--- src/design/hcpg_pkg.sv ---
package hcpg_pkg;

   localparam int NUM_OSC = 4;
   localparam int FRAC_BITS = 16;
   localparam int IDX_W = $clog2(NUM_OSC);
   localparam int CORDIC_STEPS = 24;
   localparam int CNT_W = $clog2(CORDIC_STEPS);

   typedef logic signed [23:0] amp_type;
   typedef logic [19:0] phase_type;
   typedef logic signed [21:0] angle_type;
   typedef logic signed [15:0] force_type;
   typedef logic signed [17:0] foot_type;
   typedef logic signed [17:0] trig_type;
   typedef logic signed [56:0] prod_type;
   typedef logic signed [41:0] wide_type;

   typedef struct packed {
      logic [1:0] gait;
      logic [2:0] mode;
      logic [22:0] swing;
      logic [22:0] stance;
      logic [17:0] gain;
      logic [15:0] step;
      logic [15:0] clear;
      logic [15:0] pen;
   } cfg_type;

   typedef struct packed {
      logic start;
      logic restart;
      logic commit;
   } lane_ctrl_type;

   typedef enum logic [2:0] {
      CSR_GAIT = 3'd0,
      CSR_MODE = 3'd1,
      CSR_SWING = 3'd2,
      CSR_STANCE = 3'd3,
      CSR_GAIN = 3'd4,
      CSR_STEP = 3'd5,
      CSR_CLEAR = 3'd6,
      CSR_PEN = 3'd7
   } csr_index_type;

   localparam angle_type PI = 22'sd205887;
   localparam angle_type TWO_PI = 22'sd411775;
   localparam angle_type HALF_PI = 22'sd102944;
   localparam angle_type THREE_HALF_PI = 22'sd308831;
   localparam amp_type SEED = 24'sd655;
   localparam int ONE = 1 << FRAC_BITS;
   localparam logic [12:0] FORCE_GAIN = 13'd3277;
   localparam logic [12:0] COUPLED_GAIN = 13'd6554;
   localparam logic [19:0] HALF_DT = 20'd536871;
   localparam int HEIGHT = 16384;
   localparam logic [23:0] CORDIC_GAIN = 24'd10188014;

   localparam logic [1:0] OFFSET_Q [4][4][4] = '{
      '{'{2'd0, 2'd0, 2'd2, 2'd2}, '{2'd0, 2'd0, 2'd2, 2'd2},
        '{2'd2, 2'd2, 2'd0, 2'd0}, '{2'd2, 2'd2, 2'd0, 2'd0}},
      '{'{2'd0, 2'd2, 2'd2, 2'd0}, '{2'd2, 2'd0, 2'd0, 2'd2},
        '{2'd2, 2'd0, 2'd0, 2'd2}, '{2'd0, 2'd2, 2'd2, 2'd0}},
      '{'{2'd0, 2'd2, 2'd1, 2'd3}, '{2'd2, 2'd0, 2'd3, 2'd1},
        '{2'd3, 2'd1, 2'd0, 2'd2}, '{2'd1, 2'd3, 2'd2, 2'd0}},
      '{'{2'd0, 2'd2, 2'd0, 2'd2}, '{2'd2, 2'd0, 2'd2, 2'd0},
        '{2'd0, 2'd2, 2'd0, 2'd2}, '{2'd2, 2'd0, 2'd2, 2'd0}}
   };

   localparam logic LINKS [4][4][4] = '{
      '{'{1'b0, 1'b0, 1'b1, 1'b1}, '{1'b0, 1'b0, 1'b1, 1'b1},
        '{1'b1, 1'b1, 1'b0, 1'b0}, '{1'b1, 1'b1, 1'b0, 1'b0}},
      '{'{1'b0, 1'b1, 1'b1, 1'b0}, '{1'b1, 1'b0, 1'b0, 1'b1},
        '{1'b1, 1'b0, 1'b0, 1'b1}, '{1'b0, 1'b1, 1'b1, 1'b0}},
      '{'{1'b0, 1'b1, 1'b1, 1'b0}, '{1'b1, 1'b0, 1'b0, 1'b1},
        '{1'b1, 1'b0, 1'b0, 1'b1}, '{1'b0, 1'b1, 1'b1, 1'b0}},
      '{'{1'b0, 1'b1, 1'b0, 1'b1}, '{1'b1, 1'b0, 1'b1, 1'b0},
        '{1'b0, 1'b1, 1'b0, 1'b1}, '{1'b1, 1'b0, 1'b1, 1'b0}}
   };

   function automatic phase_type quarter_angle(input logic [1:0] q);
      phase_type r;
      case (q)
         2'd1: r = phase_type'(HALF_PI);
         2'd2: r = phase_type'(PI);
         2'd3: r = phase_type'(THREE_HALF_PI);
         default: r = '0;
      endcase
      return r;
   endfunction

   function automatic logic [23:0] atan_q24(input logic [CNT_W-1:0] i);
      logic [23:0] r;
      case (i)
         5'd0: r = 24'd13176795;
         5'd1: r = 24'd7778716;
         5'd2: r = 24'd4110060;
         5'd3: r = 24'd2086331;
         5'd4: r = 24'd1047214;
         5'd5: r = 24'd524117;
         5'd6: r = 24'd262123;
         5'd7: r = 24'd131069;
         5'd8: r = 24'd65536;
         5'd9: r = 24'd32768;
         5'd10: r = 24'd16384;
         5'd11: r = 24'd8192;
         5'd12: r = 24'd4096;
         5'd13: r = 24'd2048;
         5'd14: r = 24'd1024;
         5'd15: r = 24'd512;
         5'd16: r = 24'd256;
         5'd17: r = 24'd128;
         5'd18: r = 24'd64;
         5'd19: r = 24'd32;
         5'd20: r = 24'd16;
         5'd21: r = 24'd8;
         5'd22: r = 24'd4;
         5'd23: r = 24'd2;
         default: r = '0;
      endcase
      return r;
   endfunction

   function automatic wide_type rnd_frac(input prod_type v);
      logic signed [57:0] t;
      t = 58'(v) + 58'(ONE / 2);
      return wide_type'(t >>> FRAC_BITS);
   endfunction

   function automatic logic signed [26:0] rnd_dt(input prod_type v);
      logic signed [57:0] t;
      t = 58'(v) + 58'sd536870912;
      return 27'(t >>> 30);
   endfunction

   function automatic amp_type sat24(input wide_type v);
      amp_type r;
      if (v > 42'sd8388607) begin
         r = 24'sd8388607;
      end else if (v < -42'sd8388608) begin
         r = -24'sd8388608;
      end else begin
         r = amp_type'(v);
      end
      return r;
   endfunction

   function automatic foot_type sat18(input wide_type v);
      foot_type r;
      if (v > 42'sd131071) begin
         r = 18'sd131071;
      end else if (v < -42'sd131072) begin
         r = -18'sd131072;
      end else begin
         r = foot_type'(v);
      end
      return r;
   endfunction

endpackage

--- src/design/hcpg_cordic.sv ---
module hcpg_cordic
   import hcpg_pkg::*;
(
   input  logic      clock,
   input  logic      reset,
   input  logic      start,
   input  angle_type angle,
   output logic      done,
   output trig_type  sin_out,
   output trig_type  cos_out
);

   logic signed [27:0] x_ff, y_ff, z_ff;
   logic signed [27:0] x_in, y_in, z_in, z_start;
   logic [CNT_W-1:0] cnt_ff;
   logic busy_ff, done_ff, flip_ff, flip_start;
   angle_type a1, a2, a3, a4;
   logic signed [27:0] dx, dy, at;
   logic signed [27:0] sr, cr;

   always_comb begin
      a1 = (angle < 0) ? angle + TWO_PI : angle;
      a2 = (a1 < 0) ? a1 + TWO_PI : a1;
      a3 = (a2 > PI) ? a2 - TWO_PI : a2;
      flip_start = 1'b0;
      a4 = a3;
      if (a3 > HALF_PI) begin
         a4 = PI - a3;
         flip_start = 1'b1;
      end else if (a3 < -HALF_PI) begin
         a4 = -PI - a3;
         flip_start = 1'b1;
      end
      z_start = 28'(a4) <<< 8;
      dx = y_ff >>> cnt_ff;
      dy = x_ff >>> cnt_ff;
      at = 28'(atan_q24(cnt_ff));
      if (z_ff >= 0) begin
         x_in = x_ff - dx;
         y_in = y_ff + dy;
         z_in = z_ff - at;
      end else begin
         x_in = x_ff + dx;
         y_in = y_ff - dy;
         z_in = z_ff + at;
      end
      sr = (y_ff + 28'sd128) >>> 8;
      cr = (x_ff + 28'sd128) >>> 8;
   end

   always_ff @(posedge clock) begin
      if (reset) begin
         busy_ff <= 1'b0;
         done_ff <= 1'b0;
         cnt_ff <= '0;
      end else begin
         done_ff <= 1'b0;
         if (start) begin
            busy_ff <= 1'b1;
            cnt_ff <= '0;
         end else if (busy_ff) begin
            cnt_ff <= cnt_ff + 1'b1;
            if (cnt_ff == CNT_W'(CORDIC_STEPS - 1)) begin
               busy_ff <= 1'b0;
               done_ff <= 1'b1;
            end
         end
      end
   end

   always_ff @(posedge clock) begin
      if (start) begin
         x_ff <= 28'(CORDIC_GAIN);
         y_ff <= '0;
         z_ff <= z_start;
         flip_ff <= flip_start;
      end else if (busy_ff) begin
         x_ff <= x_in;
         y_ff <= y_in;
         z_ff <= z_in;
      end
   end

   assign done = done_ff;
   assign sin_out = trig_type'(sr);
   assign cos_out = flip_ff ? -trig_type'(cr) : trig_type'(cr);

endmodule

--- src/design/hcpg_lane.sv ---
module hcpg_lane
   import hcpg_pkg::*;
(
   input  logic             clock,
   input  logic             reset,
   input  logic [IDX_W-1:0] lane_idx,
   input  lane_ctrl_type    ctrl,
   input  cfg_type          cfg,
   input  force_type        force_all [NUM_OSC],
   input  amp_type          amp_all [NUM_OSC],
   input  phase_type        phase_all [NUM_OSC],
   output amp_type          amp_out,
   output phase_type        phase_out,
   output logic             done,
   output foot_type         foot_x,
   output foot_type         foot_z
);

   typedef enum logic [20:0] {
      S_IDLE = 21'h000001,
      S_RR   = 21'h000002,
      S_AR   = 21'h000004,
      S_AR2  = 21'h000008,
      S_CK   = 21'h000010,
      S_CW   = 21'h000020,
      S_CA   = 21'h000040,
      S_FC   = 21'h000080,
      S_FW   = 21'h000100,
      S_FM   = 21'h000200,
      S_FA   = 21'h000400,
      S_LF   = 21'h000800,
      S_DA   = 21'h001000,
      S_DP   = 21'h002000,
      S_PH   = 21'h004000,
      S_OC   = 21'h008000,
      S_OW   = 21'h010000,
      S_OX   = 21'h020000,
      S_OZ   = 21'h040000,
      S_OXF  = 21'h080000,
      S_DONE = 21'h100000
   } lane_state_type;

   lane_state_type state_ff, state_in;
   amp_type amp_ff, par_ff, ppr_ff, amp_rate_ff, ph_rate_ff, new_amp_ff;
   phase_type phase_ff, new_phase_ff;
   logic signed [33:0] om_ff;
   prod_type p_ff, mul_p;
   logic signed [32:0] mul_a;
   logic signed [23:0] mul_b;
   logic p_load;
   logic [IDX_W-1:0] j_ff;
   logic signed [24:0] xs_ff;
   foot_type x_ff, z_ff;
   logic cord_start, cord_done;
   angle_type cord_angle, wrap_sum;
   trig_type cord_sin, cord_cos;
   wide_type frac_p;
   logic [15:0] lift;

   hcpg_cordic u_cordic (
      .clock   (clock),
      .reset   (reset),
      .start   (cord_start),
      .angle   (cord_angle),
      .done    (cord_done),
      .sin_out (cord_sin),
      .cos_out (cord_cos)
   );

   always_comb begin
      frac_p = rnd_frac(p_ff);
      lift = (cord_sin > 0) ? cfg.clear : cfg.pen;
      wrap_sum = angle_type'({2'b00, phase_ff}) + 22'(rnd_dt(p_ff));
      if (wrap_sum < 0) begin
         wrap_sum = wrap_sum + TWO_PI;
      end else if (wrap_sum >= TWO_PI) begin
         wrap_sum = wrap_sum - TWO_PI;
      end
      cord_start = 1'b0;
      cord_angle = angle_type'({2'b00, phase_ff});
      mul_a = '0;
      mul_b = '0;
      p_load = 1'b0;
      state_in = state_ff;
      case (state_ff)
         S_IDLE: begin
            if (ctrl.start) begin
               state_in = S_RR;
            end
         end
         S_RR: begin
            mul_a = 33'(amp_ff);
            mul_b = amp_ff;
            p_load = 1'b1;
            state_in = S_AR;
         end
         S_AR: begin
            mul_a = 33'(ONE) - 33'(frac_p);
            mul_b = amp_ff;
            p_load = 1'b1;
            state_in = S_AR2;
         end
         S_AR2: begin
            state_in = cfg.mode[0] ? S_CK : S_DA;
         end
         S_CK: begin
            mul_a = 33'(amp_all[j_ff]);
            mul_b = 24'(cfg.gain);
            p_load = 1'b1;
            cord_start = 1'b1;
            cord_angle = angle_type'({2'b00, phase_all[j_ff]}) - angle_type'({2'b00, phase_ff})
                       - angle_type'({2'b00, quarter_angle(OFFSET_Q[cfg.gait][lane_idx][j_ff])});
            state_in = S_CW;
         end
         S_CW: begin
            mul_a = 33'(frac_p);
            mul_b = 24'(cord_sin);
            if (cord_done) begin
               p_load = 1'b1;
               state_in = S_CA;
            end
         end
         S_CA: begin
            if (j_ff == IDX_W'(NUM_OSC - 1)) begin
               if (cfg.mode[1]) begin
                  state_in = S_FC;
               end else if (cfg.mode[2]) begin
                  state_in = S_LF;
               end else begin
                  state_in = S_DA;
               end
            end else begin
               state_in = S_CK;
            end
         end
         S_FC: begin
            cord_start = 1'b1;
            state_in = S_FW;
         end
         S_FW: begin
            mul_a = 33'(force_all[lane_idx ^ IDX_W'(1)]);
            mul_b = 24'(cord_cos);
            if (cord_done) begin
               p_load = 1'b1;
               state_in = S_FM;
            end
         end
         S_FM: begin
            mul_a = p_ff[32:0];
            mul_b = 24'(FORCE_GAIN);
            p_load = 1'b1;
            state_in = S_FA;
         end
         S_FA: begin
            state_in = cfg.mode[2] ? S_LF : S_DA;
         end
         S_LF: begin
            if (j_ff == IDX_W'(NUM_OSC - 1)) begin
               state_in = S_DA;
            end
         end
         S_DA: begin
            mul_a = 33'(par_ff) + 33'(amp_rate_ff);
            mul_b = 24'(HALF_DT);
            p_load = 1'b1;
            state_in = S_DP;
         end
         S_DP: begin
            mul_a = 33'(ppr_ff) + 33'(ph_rate_ff);
            mul_b = 24'(HALF_DT);
            p_load = 1'b1;
            state_in = S_PH;
         end
         S_PH: begin
            state_in = S_OC;
         end
         S_OC: begin
            cord_start = 1'b1;
            cord_angle = angle_type'({2'b00, new_phase_ff});
            state_in = S_OW;
         end
         S_OW: begin
            mul_a = 33'(new_amp_ff);
            mul_b = 24'(cord_cos);
            if (cord_done) begin
               p_load = 1'b1;
               state_in = S_OX;
            end
         end
         S_OX: begin
            mul_a = 33'(lift);
            mul_b = 24'(cord_sin);
            p_load = 1'b1;
            state_in = S_OZ;
         end
         S_OZ: begin
            mul_a = 33'(xs_ff);
            mul_b = 24'(cfg.step);
            p_load = 1'b1;
            state_in = S_OXF;
         end
         S_OXF: begin
            state_in = S_DONE;
         end
         S_DONE: begin
            if (ctrl.commit) begin
               state_in = S_IDLE;
            end
         end
         default: begin
            state_in = S_IDLE;
         end
      endcase
      mul_p = 57'(mul_a) * 57'(mul_b);
   end

   always_ff @(posedge clock) begin
      if (reset) begin
         state_ff <= S_IDLE;
         amp_ff <= SEED;
         phase_ff <= quarter_angle(OFFSET_Q[0][0][lane_idx]);
         par_ff <= '0;
         ppr_ff <= '0;
      end else begin
         state_ff <= state_in;
         if (state_ff == S_IDLE && ctrl.start && ctrl.restart) begin
            amp_ff <= SEED;
            phase_ff <= quarter_angle(OFFSET_Q[cfg.gait][0][lane_idx]);
            par_ff <= '0;
            ppr_ff <= '0;
         end else if (state_ff == S_DONE && ctrl.commit) begin
            amp_ff <= new_amp_ff;
            phase_ff <= new_phase_ff;
            par_ff <= amp_rate_ff;
            ppr_ff <= ph_rate_ff;
         end
      end
   end

   always_ff @(posedge clock) begin
      if (p_load) begin
         p_ff <= mul_p;
      end
      case (state_ff)
         S_AR2: begin
            amp_rate_ff <= sat24(frac_p * 42'sd5);
            om_ff <= (phase_ff > phase_type'(PI)) ? 34'(cfg.stance) : 34'(cfg.swing);
            j_ff <= '0;
         end
         S_CA: begin
            om_ff <= om_ff + 34'(frac_p);
            j_ff <= j_ff + 1'b1;
         end
         S_FA: begin
            om_ff <= om_ff - 34'(frac_p);
         end
         S_LF: begin
            if (LINKS[cfg.gait][lane_idx][j_ff]) begin
               om_ff <= om_ff + 34'(force_all[j_ff ^ IDX_W'(1)] * $signed({1'b0, COUPLED_GAIN}));
            end
            j_ff <= j_ff + 1'b1;
         end
         S_DA: begin
            ph_rate_ff <= sat24(42'(om_ff));
         end
         S_DP: begin
            new_amp_ff <= sat24(42'(amp_ff) + 42'(rnd_dt(p_ff)));
         end
         S_PH: begin
            new_phase_ff <= wrap_sum[19:0];
         end
         S_OX: begin
            xs_ff <= 25'(frac_p);
         end
         S_OZ: begin
            z_ff <= sat18(frac_p - 42'(HEIGHT));
         end
         S_OXF: begin
            x_ff <= sat18(-frac_p);
         end
         default: begin
         end
      endcase
   end

   assign amp_out = amp_ff;
   assign phase_out = phase_ff;
   assign done = (state_ff == S_DONE);
   assign foot_x = x_ff;
   assign foot_z = z_ff;

endmodule

--- config.mk ---
export PLATFORM = sky130hd
export DESIGN_NAME = hcpg_lane
export DESIGN_NICKNAME = d
export VERILOG_FILES = /design/src/design/hcpg_pkg.sv /design/src/design/hcpg_cordic.sv /design/src/design/hcpg_lane.sv
export SDC_FILE = /design/constraint.sdc
export NUM_CORES = 2
export LEC_CHECK = 0
export ABC_AREA = 0
export BUFFER_PORTS_ARGS = -buffer_cell sky130_fd_sc_hd__buf_4
export CAP_MARGIN = 15
export CORE_ASPECT_RATIO = 1.25
export CORE_UTILIZATION = 34
export CTS_BUF_LIST = sky130_fd_sc_hd__clkbuf_8
export DETAILED_ROUTE_END_ITERATION = 12
export SLEW_MARGIN = 20
export SYNTH_ARGS = -nofsm -noshare
export SYNTH_HDL_FRONTEND = slang
export SYNTH_SLANG_ARGS = --single-unit
--- constraint.sdc ---
create_clock -name clock -period 14.25 [get_ports clock]
set_input_delay 4.275 -clock clock [delete_from_list [all_inputs] [get_ports clock]]
set_output_delay 4.275 -clock clock [all_outputs]
set_load 0.05 [all_outputs]
==> metrics.md <==
| Metric | Value |
|---|---|
| DP Area | `89,010 µm²` |
| Worst hold margin | `459.8 ps` |
| Max Cap Viol | `0` |
| Util after Layout | `38.96%` |
| IO buf count | `444` |
| Final period util | `96.59%` |
| Synthesized Nets | `11.22k` |
| Post-Syn Instances | `between 9k and 10k` |
| Max-slew violations | `0` |
| Drt drc | `0` |
| Detailed Route WL | `318,100 µm` |
| Worst path required time | `14,870 ps` |
| Site Rows | `between 150 and 200` |
| Crit Path Max Fanout | `5` |
| ANT nets after route | `0` |
| Core Area | `between 200,000 and 250,000 µm²` |
| Largest net degree at the start of global routing | `74` |
| Most Frequent Cell on Critical Path | `fa_1` |
| Final setup TNS | `0 ps` |
| Congestion Overflow GR | `0` |
| Clock Skews | `80.61 ps` |
| Area Growth Syn to Fin | `13.63%` |
| Setup Crit Path Kind | `in2reg` |
| FF-to-FF End | `p_ff[55]` |
| Syn avg cell area | `8.551 µm²` |
| Pre-CTS setup slack | `-349.4 ps` |
| Slew @ Worst Pin | `around 1300 ps` |
| Root buffer cell | `clkbuf_8` |
| Yosys warning count | `0` |
| Peak supply drop | `~240 µV` |
| Static Leak | `40.79 nW` |
| F_max | `72.66 MHz` |
| Clock buffer count from CTS | `90` |
| Die area | `237,300 µm²` |
| Worst Setup Start Kind | `input port` |
| H-tree levels | `3` |
| Synth Register Bits | `about 480` |
| Post-synthesis sequential area ratio | `15.47%` |
| DRT iter0 DRCs | `5,516` |
| Layout Nets | `11.74k` |
| Setup violators final | `0` |
| Post-DP HPWL | `262,100 µm` |
| Primary FF master, synth | `edfxtp_1` |
| # clock sinks | `475` |
| Internal reg-to-reg setup slack | `790 ps` |
| Cells on worst reg2reg path | `50` |
| Final min period | `13,760 ps` |
| Slowest CP cell | `mux4_2` |
| Final Hold Fails | `0` |
| DR vias/cell | `5.493` |
| Filler Cell Count | `23.84k` |
| Worst path arrival time | `14,380 ps` |
| Layout cell share with drive strength beyond 1 | `12.91%` |
| Hold buffer count at CTS | `0` |
| HP Class | `reg2reg` |
| CP Capture Type | `register` |
| Source of the worst register-to-register timing path | `p_ff[15]` |
| Cell variety after synth | `136` |
| Cell Area, Synth | `80,020 µm²` |
| Post-synth EDFFs | `287` |
| Ports | `between 400 and 500` |
| GRT Util Overall | `a little over a quarter` |
| Initial antenna violation count | `21` |
| Hold Crit Start | `ppr_ff[6]` |
| Chip width | `435.9 µm` |
| Critical Path Max Stage Delay | `590 ps` |
| DR pass1 iterations | `8` |
| First-pass GRT wire length | `471,700 µm` |
| Clock slew at reported path FFs | `70 ps` |
| FF+latch area | `12,390 µm²` |
| Starting Density | `34.29%` |
| Power Density | `about 86 nW/µm²` |
| Maximum root-to-sink buffer count | `3` |
| Final setup margin | `486.6 ps` |
| Asr flop ratio synth | `0%` |
| Die height | `544.4 µm` |
| Number of global-route vias before repair | `about 74k` |
| Worst-skew pair later-pin latency | `870 ps` |
| Min-Delay Endpoint | `ppr_ff[6]` |
| Routability cong. | `between 0.9 and 1` |
| Worst Hold Depth | `2` |
| Slew headroom | `15.04%` |
| Post-route design area | `90,930 µm²` |
| Detailed-route via count | `71.76k` |
| Outcome | `finished clean` |
| CTS tree | `done` |
| Multi-input gate area | `61,790 µm²` |
| WL per Instance | `24.35 µm` |
==> sequential cells by signal, summed over array words and instances, names as in the netlist, 24 cells and up <==
signal and cells:
new_amp_ff 24, ppr_ff 24, u_cordic.x_ff 28, amp_out 24
u_cordic.z_ff 28, xs_ff 25, ph_rate_ff 24, p_ff 57
u_cordic.y_ff 28, par_ff 24, om_ff 34, amp_rate_ff 24
u_cordic.at 24
==> layout by cell type, fill, tap and decap left out, drive strengths merged, types with 100 or more instances in the layout <==
cell type	n
a21o	142
a21oi	486
and2	162
buf	843
clkbuf	108
dfxtp	188
edfxtp	287
fa	879
ha	621
inv	1232
mux2i	154
nand2	1327
nand2b	100
nand3	179
nor2	527
nor3	154
o21ai	400
xnor2	488
xor2	215
==> power breakdown <==
| part | total (mW) | internal, mW | switching [mW] |
|---|---|---|---|
| combinational | 4.61 | 1.94 | 2.67 |
| clock | 1.45 | 0.751 | 0.701 |
| sequential | 1.72 | 1.54 | 0.183 |
| total | 7.78 | 4.23 | 3.55 |
==> critical path: cells and delay by family <==
family / cells / cell delay (ps)
xor+xnor: 1 / 130
mux: 1 / 590
simple gates: 4 / 440
compound gates: 21 / 4340
fa+ha+maj: 8 / 3750
buf+inv: 7 / 830
==> timing repair <==
action	CTS	global route
setup endpoints to repair	0	2
setup buffers	0	0
resized for setup	0	1
==> Yosys cell counts (43+ instances only) <==
master | n | area share [%]
xnor2_1 | 487 | 5.3
o22ai_1 | 55 | 0.43
and3_1 | 88 | 0.69
nor3_1 | 151 | 0.94
a21boi_0 | 47 | 0.44
nor2b_1 | 72 | 0.56
and2_1 | 160 | 1.3
a211oi_1 | 66 | 0.62
clkbuf_1 | 362 | 1.7
xor2_1 | 213 | 2.3
nand2b_1 | 99 | 0.77
o21a_1 | 68 | 0.64
a31oi_1 | 57 | 0.45
a21o_1 | 141 | 1.3
nor2_1 | 521 | 2.4
or3_1 | 54 | 0.42
nor4_1 | 43 | 0.34
mux4_2 | 86 | 2.4
o211ai_1 | 47 | 0.44
dfxtp_1 | 188 | 4.7
nand4_1 | 53 | 0.41
o21ai_0 | 379 | 2.4
inv_1 | 1193 | 5.6
o31ai_1 | 48 | 0.45
o21bai_1 | 83 | 0.78
edfxtp_1 | 287 | 11
a21oi_1 | 480 | 3.0
nand2_1 | 1324 | 6.2
ha_1 | 621 | 9.7
fa_1 | 879 | 22
mux2i_1 | 154 | 1.9
nand3_1 | 177 | 1.1
==> cell families (layout without fill, tap and decap cells) <==
| kind of cell | after synthesis | count (layout) | synth area share (%) |
|---|---|---|---|
| adders and majority gates | 1500 | 1500 | 31.70 |
| xor gates and xnor gates | 703 | 703 | 7.723 |
| AOI/OAI and AO/OA | 1872 | 1872 | 15.69 |
| buffers and inverters | 1620 | 2216 | 7.644 |
| DFF | 475 | 475 | 15.47 |
| and+or+nand+nor | 2912 | 2912 | 16.91 |
| muxes | 276 | 276 | 4.853 |
| other | 0 | 11 | 0 |
==> area by class of cell <==
class	count	area share (%)
well taps	3100	4.266
multi-input cells	7263	67.95
repair buffers	843	7.084
diodes	11	0.03027
flip-flops and latches	475	13.63
clock buffers	108	1.635
inverters	1207	4.983
clock inverters	58	0.4266
==> layer usage <==
metal / part of all wire (%) / routed length, µm / global-route usage [%]
met2: 49 / 155200 / 45.86
met4: 7.7 / 24380 / 17.58
met1: 37 / 119000 / 30.06
met3: 6.1 / 19370 / 4.087
met5: 0.018 / 57 / 0
==> worst max-delay path by stage <==
stage                      from        to  slack [ps]
floorplan           lane_idx[0]  p_ff[56]         160
global placement    amp_all[82]  p_ff[55]        -330
detailed placement  amp_all[82]  p_ff[55]        -350
CTS                 amp_all[82]  p_ff[55]         550
global route        amp_all[82]  p_ff[56]         -20
finish              amp_all[82]  p_ff[55]         490
==> through the flow <==
stage	std cells	power, mW
after floorplan	9358	4.971
after global placement	12888	6.186
after detailed placement	12888	6.272
after CTS	13054	7.768
after global routing	13057	8.320
final	13065	7.781
No activity file was read; power rests on OpenSTA's default activity.
